===== src/rtl/row_free_span_map_defines.svh =====
// ---------------------------------------------------------------------------
// row_free_span_map_defines.svh
// Assertion macros shared by the free span map RTL
// ---------------------------------------------------------------------------
`ifndef ROW_FREE_SPAN_MAP_DEFINES_SVH
`define ROW_FREE_SPAN_MAP_DEFINES_SVH

// same-cycle implication, sampled on clk, off while arst_n is low
`define RFSM_ASSERT_IMPL(lbl, ante, cons) \
	lbl: assert property (@(posedge clk) disable iff (!arst_n) (ante) |-> (cons)) \
		else $error("row_free_span_map: assertion failed");

// next-cycle implication
`define RFSM_ASSERT_NEXT(lbl, ante, cons) \
	lbl: assert property (@(posedge clk) disable iff (!arst_n) (ante) |=> (cons)) \
		else $error("row_free_span_map: assertion failed");

`endif


===== src/rtl/rfsm_pkg.sv =====
// ---------------------------------------------------------------------------
// rfsm_pkg
// Types and constants shared by the free span map controller and datapath
// ---------------------------------------------------------------------------
`default_nettype none
package rfsm_pkg;

	localparam int MAX_WIDTH_DEF = 1024;
	localparam int ROWS_DEF      = 1024;
	localparam int POS_W         = 11;
	localparam int ROW_W         = 10;
	localparam int OP_W          = 2;
	localparam int WORD_BITS     = 64;
	localparam logic [POS_W-1:0] ROW_WIDTH_RST = 11'd1024;

	typedef enum logic [OP_W-1:0] {
		OP_CHECK   = 2'd0,
		OP_OCCUPY  = 2'd1,
		OP_LONGEST = 2'd2,
		OP_CLEAR   = 2'd3
	} op_t;

	typedef struct packed {
		logic accept;
		logic init;
		logic rd;
		logic lstep;
		logic sweep;
		logic load_out;
	} cmd_t;

	typedef struct packed {
		op_t  op;
		logic early;
		logic rd_last;
		logic lstep_last;
		logic sweep_last;
	} sts_t;

endpackage
`default_nettype wire


===== src/rtl/rfsm_ctrl.sv =====
// ---------------------------------------------------------------------------
// rfsm_ctrl
// Sequencer: clearing sweep, word stream, run-length steps, result handoff
// ---------------------------------------------------------------------------
`default_nettype none
module rfsm_ctrl import rfsm_pkg::*; (
	input  wire logic clk,
	input  wire logic arst_n,
	input  wire logic in_valid,
	output logic      in_ready,
	output logic      out_valid,
	input  wire logic out_ready,
	input  wire sts_t sts,
	output cmd_t      cmd
);

	typedef enum logic [3:0] {
		S_SWEEP, S_IDLE, S_DEC, S_RUN, S_DRAIN, S_LRD, S_LLD, S_LSTEP, S_FIN
	} state_t;

	state_t state_q;
	logic   out_valid_q;
	logic   clr_q;
	logic   last_q;

	assign in_ready  = (state_q == S_IDLE);
	assign out_valid = out_valid_q;

	always_comb begin
		cmd          = '0;
		cmd.accept   = (state_q == S_IDLE) && in_valid;
		cmd.init     = (state_q == S_DEC);
		cmd.rd       = (state_q == S_RUN) || (state_q == S_LRD);
		cmd.lstep    = (state_q == S_LSTEP);
		cmd.sweep    = (state_q == S_SWEEP);
		cmd.load_out = (state_q == S_FIN) && (!out_valid_q || out_ready);
	end

	always_ff @(posedge clk or negedge arst_n) begin
		if (!arst_n) begin
			state_q     <= S_SWEEP;
			out_valid_q <= 1'b0;
			clr_q       <= 1'b0;
			last_q      <= 1'b0;
		end else begin
			if (cmd.load_out) begin
				out_valid_q <= 1'b1;
			end else if (out_ready) begin
				out_valid_q <= 1'b0;
			end
			unique case (state_q)
				S_SWEEP: begin
					if (sts.sweep_last) begin
						state_q <= clr_q ? S_FIN : S_IDLE;
					end
				end
				S_IDLE: begin
					if (in_valid) begin
						state_q <= S_DEC;
					end
				end
				S_DEC: begin
					if (sts.early) begin
						state_q <= S_FIN;
					end else begin
						unique case (sts.op)
							OP_CLEAR: begin
								clr_q   <= 1'b1;
								state_q <= S_SWEEP;
							end
							OP_LONGEST: state_q <= S_LRD;
							default:    state_q <= S_RUN;
						endcase
					end
				end
				S_RUN: begin
					if (sts.rd_last) begin
						state_q <= S_DRAIN;
					end
				end
				S_DRAIN: state_q <= S_FIN;
				S_LRD: begin
					last_q  <= sts.rd_last;
					state_q <= S_LLD;
				end
				S_LLD: state_q <= S_LSTEP;
				S_LSTEP: begin
					if (sts.lstep_last) begin
						state_q <= last_q ? S_FIN : S_LRD;
					end
				end
				S_FIN: begin
					if (cmd.load_out) begin
						clr_q   <= 1'b0;
						state_q <= S_IDLE;
					end
				end
				default: state_q <= S_IDLE;
			endcase
		end
	end

endmodule
`default_nettype wire


===== config.mk =====
export PLATFORM = sky130hd
export DESIGN_NAME = rfsm_ctrl
export DESIGN_NICKNAME = d
export VERILOG_FILES = /design/src/rtl/row_free_span_map_defines.svh /design/src/rtl/rfsm_pkg.sv /design/src/rtl/rfsm_ctrl.sv
export SDC_FILE = /design/constraint.sdc
export NUM_CORES = 1
export LEC_CHECK = 0
export ABC_AREA = 1
export BUFFER_PORTS_ARGS = -buffer_cell sky130_fd_sc_hd__buf_2
export CORE_AREA = 2 2 39 41
export DETAILED_ROUTE_END_ITERATION = 10
export DIE_AREA = 0 0 41 43
export PLACE_DENSITY = 0.74
export SETUP_SLACK_MARGIN = 0.15
export SYNTH_ARGS = -nofsm -noshare
export SYNTH_HDL_FRONTEND = slang
export SYNTH_SLANG_ARGS = --single-unit
export TNS_END_PERCENT = 1

===== constraint.sdc =====
create_clock -name clk -period 3.1 [get_ports clk]
set_input_delay 0 -clock clk [delete_from_list [all_inputs] [get_ports clk]]
set_output_delay 0 -clock clk [all_outputs]
set_load 0.005 [all_outputs]

==> flow_summary.toml, run 1 <==
[clock_network]
cts.clk_slew.worst_paths_ns = 0.06
cts_max_level = 1
tritoncts = "yes"
numCtsBuffers = 3
postCtsResizedCells = 0
cts_sinks = 7
clkLatencyLatePin_ns = 0.26
clock_path_buffers = 2
post_cts_buffers = 0
cts_root_buf = "clkbuf_4"

[global_routing]
grt_pass1_wl_um = 1970
antenna_found_initial = 0
grt_pass1_vias = 513
grt_start_max_net_pins = 9
grt-ovfl-total = 0
grt_util_all_layers_pct = 16.9

[synth]
synth_seq_cells = 7
syn_area_um2 = 507
synth_top_area_share_pct = 34.6
netlist_instances = 83
synth_area_leaders = "dfrtp_1 35%, nand2_1 19%, inv_1 9.6%, nor2_1 9.6%, nand3_1 6.9%"
yosysSeqAreaShare_pct = 34.6
avgSynthCellArea_um2 = 6.11
synth_top_area_cell = "dfrtp_1"
synth_cell_type_count = 14
yosys_warnings = 0
syn_nets = 93

[worst_setup_path]
crit_buf_inv = 1
crit_type = "flip-flop to output port"
cp_num_cells = 4
cp_slowest_stage_delay_ns = 0.43
end_kind = "output port"
crit_slowest_cell = "dfrtp_1"
path_delay_family = "simple AND/OR/NAND/NOR gates"
reg2regPathDepth = 6
critPathArrivalTime_ns = 1.38
cp_cell_sequence = "nor2_1 -> nand2_1 -> nor2_1 -> buf_2"
path_common_cell = "nor2_1"
critPathRequiredTime_ns = 3.10
cp-start-kind = "flip-flop"
crit_path_max_fanout = 6

[pwr]
p_leak_uw = 0.000410
power.density_nw_per_um2 = 863
peakVddDrop_uv = 419

[cells_and_area]
n_antenna_cell = 0
drive_gt1_share_pct = 25.2
area_growth_pct = 31.9
fin_nets = 118

[routing]
ant_nets = 0
drc = 0
drt-vias-per-instance = 4.67
vias = 574
totalWireLength_um = 1200
drt-wirelength-per-cell_um = 9.76
drtIter0Drc = 9
drt_first_pass_iters = 4

[timing]
whs_ns = 0.00911
period_minus_slack_ns = 1.38
worst_pin_slew_ns = 0.333
hold_viol = 0
maxSlewViolCount = 0
maxClockFrequency_mhz = 726
finalSetupViolCount = 0
maxSlewHeadroom_pct = 77.7
fin_skew_ns = 0.00587
final.setup.tns_ns = 0
rsz0062_at_grt = "false"
finalCritPeriodShare_pct = 44.4

[die]
io_pins = 18
start_util_pct = 36.6
die_h_um = 43
rows = 14
die_x_um = 41
dieArea_um2 = 1760
core-area_um2 = 1380

[run]
drv_cap = 0

[place]
gp_congestion = 0.932
numPortBuffers = 17
dp_hpwl_um = 918

[min_path]
worstHoldPathCells = 3
hold_class = "primary input to flip-flop"

[run_status]
status = "completed"
## worst reg2reg max path, delay by kind of cell (launching register included)
kind	cells	cell delay [ns]
flip-flops	1	0.43
AND/OR/NAND/NOR	6	0.79
## per-stage QoR
| step | total power (uW) | cell area, um^2 | cells | setup slack (ns) | util, % |
|---|---|---|---|---|---|
| 3_5_place_dp | 482 | 612 | 116 | 1.82 | 44.2 |
| 6_report | 577 | 668 | 123 | 1.72 | 48.3 |
| 3_3_place_gp | 481 | 612 | 116 | 1.82 | 44.2 |
| 5_1_grt | 637 | 668 | 123 | 1.61 | 48.3 |
| 2_1_floorplan | 386 | 507 | 83 | 1.98 | - |
| 4_1_cts | 577 | 668 | 123 | 1.72 | 48.3 |
## layout by cell type, fill, tap and decap left out
cell type / instances
a21oi_1: 1
and2_4: 1
buf_2: 17
clkbuf_1: 1
clkbuf_4: 3
dfrtp_1: 7
dlygate4sd3_1: 3
inv_1: 13
inv_2: 1
nand2_1: 26
nand2_2: 2
nand3_1: 7
nand3b_1: 1
nand4_1: 2
nor2_1: 13
nor2_2: 3
o211ai_1: 1
o21ai_0: 5
## flip-flops by register name, summed over array words and instances, names as in the netlist
| register | cells |
|---|---|
| state_q | 4 |
| clr_q | 1 |
| last_q | 1 |
| out_valid | 1 |
## layer usage
metal	up-vias	GRT usage, %	part of all wire (%)
met4	0	10.0	3.1
met3	6	4.71	5.7
li1	304	-	-
met1	245	21.9	44
met2	19	24.1	47
met5	-	0	0
## what timing repair did
| action | CTS | global route |
|---|---|---|
| hold endpoints to repair | 9 | 0 |
| hold buffers | 3 | 0 |
| endpoints found under the setup margin | 0 | 0 |
## cell type report
type | instances | area, um^2
multi-input combinational | 62 | 279
timing repair buffer | 20 | 115
clock buffer | 4 | 26.3
fill | 158 | 716
sequential | 7 | 175
inverter | 14 | 52.6
tap | 16 | 20.0
## path summary, 6_finish.rpt
| path | start | to | slack, ns |
|---|---|---|---|
| worst max-delay path | state_q[1] | cmd[0] | 1.72 |
| worst min-delay path | sts[2] | last_q | 0.009 |
| worst max register to register | state_q[1] | state_q[1] | 1.78 |
| worst min register to register | out_valid | out_valid | 0.54 |
| max in group asynchronous | arst_n | state_q[1] | 2.83 |
| min in group asynchronous | arst_n | clr_q | 0.10 |
## synthesized netlist by cell type
cell type / number
nand4_1: 2
nand3b_1: 1
dfrtp_1: 7
nand2_2: 2
inv_2: 1
o211ai_1: 1
nand2_1: 26
a21oi_1: 1
nand3_1: 7
and2_4: 1
nor2_2: 3
nor2_1: 13
o21ai_0: 5
inv_1: 13
## kinds of logic after synthesis
group,count (synthesis),synth area share [%]
DFF,7,34.6
buffers and inverters,14,10.4
AOI/OAI and AO/OA,7,7.41
and+or+nand+nor,55,47.7
## power by group
group	internal [uW]	switching (uW)
clock	49.6	41.0
sequential	132	34.1
combinational	123	197
Power figures use the tool's default switching activity.
==> run 2, diff against run 1 <==
clock period = 1.39 ns   (was 3.1 ns; I/O delays follow)
==> run 2 against run 1 <==
Against the previous run:
- clock skew hardly changed
- via count is 7.3% higher
- sequential power grew to 2.5 times the previous value
- wire length is 16% higher
- register-to-register slack worse by 1.7 ns
- global-route usage decreased by 0.10 points
- non-clock buffer count grew 1
- sequential share of layout area shrank 1.7 points
- combinational power increased to 2.6 times the previous value
==> flow_summary.toml, run 2 (synthesis gave the netlist of run 1 again) <==
[run_status]
status = "completed"

[global_routing]
grt_start_max_net_pins = 9
antenna_found_initial = 0
grt_pass1_wl_um = 1970
grt_util_all_layers_pct = 16.8
grt_pass1_vias = 517
grt-ovfl-total = 0

[die]
core-area_um2 = 1380
io_pins = 18
dieArea_um2 = 1760
die_x_um = 41
start_util_pct = 36.6
die_h_um = 43
rows = 14

[cells_and_area]
n_antenna_cell = 0
area_growth_pct = 43.2
top_register = "state_q"
stdcell_area_um2 = 726
final_cell_mix = "23 x nand2_1, 17 x buf_2, 13 x inv_1"
largest_register_ffs = 4
layout_commonest_cell = "nand2_1"
drive_gt1_share_pct = 36.1
fin_nets = 119
stdcell_count = 124

[worst_setup_path]
end_kind = "flip-flop"
critPathArrivalTime_ns = 1.44
cp-start-kind = "flip-flop"
crit_type = "flip-flop to flip-flop"
critPathRequiredTime_ns = 1.53
crit_path_max_fanout = 4

[timing]
fin_skew_ns = 0.00601
maxClockFrequency_mhz = 773
period_minus_slack_ns = 1.29
maxSlewViolCount = 0
rsz0062_at_grt = "true"
hold_viol = 0
finalSetupViolCount = 0
maxSlewHeadroom_pct = 82.9
final.setup.tns_ns = 0
finalCritPeriodShare_pct = 93.1
worst_pin_slew_ns = 0.255

[pwr]
switching_share_pct = 48.9
pwr-share-clk_pct = 14.0
power.density_nw_per_um2 = 2010
combPwrFrac_pct = 57.6
intPower_uw = 746
peakVddDrop_uv = 1110
p_leak_uw = 0.000423
power_frac_seq_pct = 28.4
p_sw_uw = 713

[clock_network]
clkLatencyLatePin_ns = 0.27
cts.clk_slew.worst_paths_ns = 0.06
cts_root_buf = "clkbuf_4"
clock_path_buffers = 2
numCtsBuffers = 3
tritoncts = "yes"
cts_sinks = 7
cts_max_level = 1

[routing]
vias = 616
drc = 0
totalWireLength_um = 1400
drtIter0Drc = 14
drt-vias-per-instance = 4.97
ant_nets = 0
drt-wirelength-per-cell_um = 11.3
drt_first_pass_iters = 4

[run]
drv_cap = 0

[place]
dp_hpwl_um = 918
placedInstanceArea_um2 = 612
gp_congestion = 0.932
dpl.cell_count = 116
numPortBuffers = 17

[min_path]
hold_class = "primary input to flip-flop"
==> run 2: changes by cell type in the layout (fill, tap and decap cells not counted), sizes merged <==
cell,before,now
buf,17,18
==> run 2: metrics by stage <==
step | power (uW) | utilization [%] | hold slack, ns | setup WS [ns]
detailed placement | 1070 | 44.2 | -0.151 | 0.109
global placement | 1070 | 44.2 | -0.156 | 0.108
CTS | 1310 | 48.8 | 0.0126 | 0.106
floorplan | 860 | - | -0.296 | 0.273
finish | 1460 | 52.4 | 0.0220 | 0.0955
global route | 1590 | 52.4 | 0.0530 | 0.000638
==> run 2: metal layers <==
layer / track usage [%] / wire (um) / vias to the layer above
met5: 0 / 0 / -
met2: 23.8 / 695 / 26
li1: - / - / 308
met1: 21.9 / 572 / 276
met4: 10.0 / 38 / 0
met3: 4.71 / 88 / 6
==> run 2: timing repair <==
item	4_1_cts	5_1_grt
gates resized for setup	2	15
buffers inserted	0	1
hold buffers	3	0
hold endpoints to repair	9	0
setup endpoints to repair	10	11
pin swaps	0	2
==> run 2: layout make-up <==
type,count,area (um^2)
Fill cell,147,658
Inverter,14,52.6
Clock buffer,4,26.3
Tap cell,16,20.0
Sequential cell,7,178
Multi-Input combinational cell,62,327
Timing Repair Buffer,21,123
==> run 2: final timing paths <==
path	from	to	slack [ns]	cells past startpoint
setup reg to reg	state_q[3]	state_q[0]	0.1	8
max in group asynchronous	arst_n	state_q[1]	1.11	2
setup / recovery	state_q[3]	state_q[0]	0.1	8
min in group asynchronous	arst_n	state_q[3]	0.10	2
hold reg to reg	out_valid	out_valid	0.54	2
hold / removal	sts[4]	clr_q	0.02	3
==> run 2: power groups by stage <==
stage / clock network (uW) / registers [uW] / logic (uW)
floorplan: 0 / 358 / 502
global placement: 0 / 368 / 704
detailed placement: 0 / 372 / 703
CTS: 203 / 381 / 726
global route: 211 / 429 / 954
finish: 204 / 415 / 840
==> run 2: critical path, cell delays in order, from the launching register on <==
cell     delay (ns)
dfrtp_1        0.42
inv_1          0.09
nand2_1        0.09
nor2_2         0.17
nand2_1        0.10
nand2_2        0.11
nor2_4         0.06
nand2_1        0.06
nand2_1        0.06
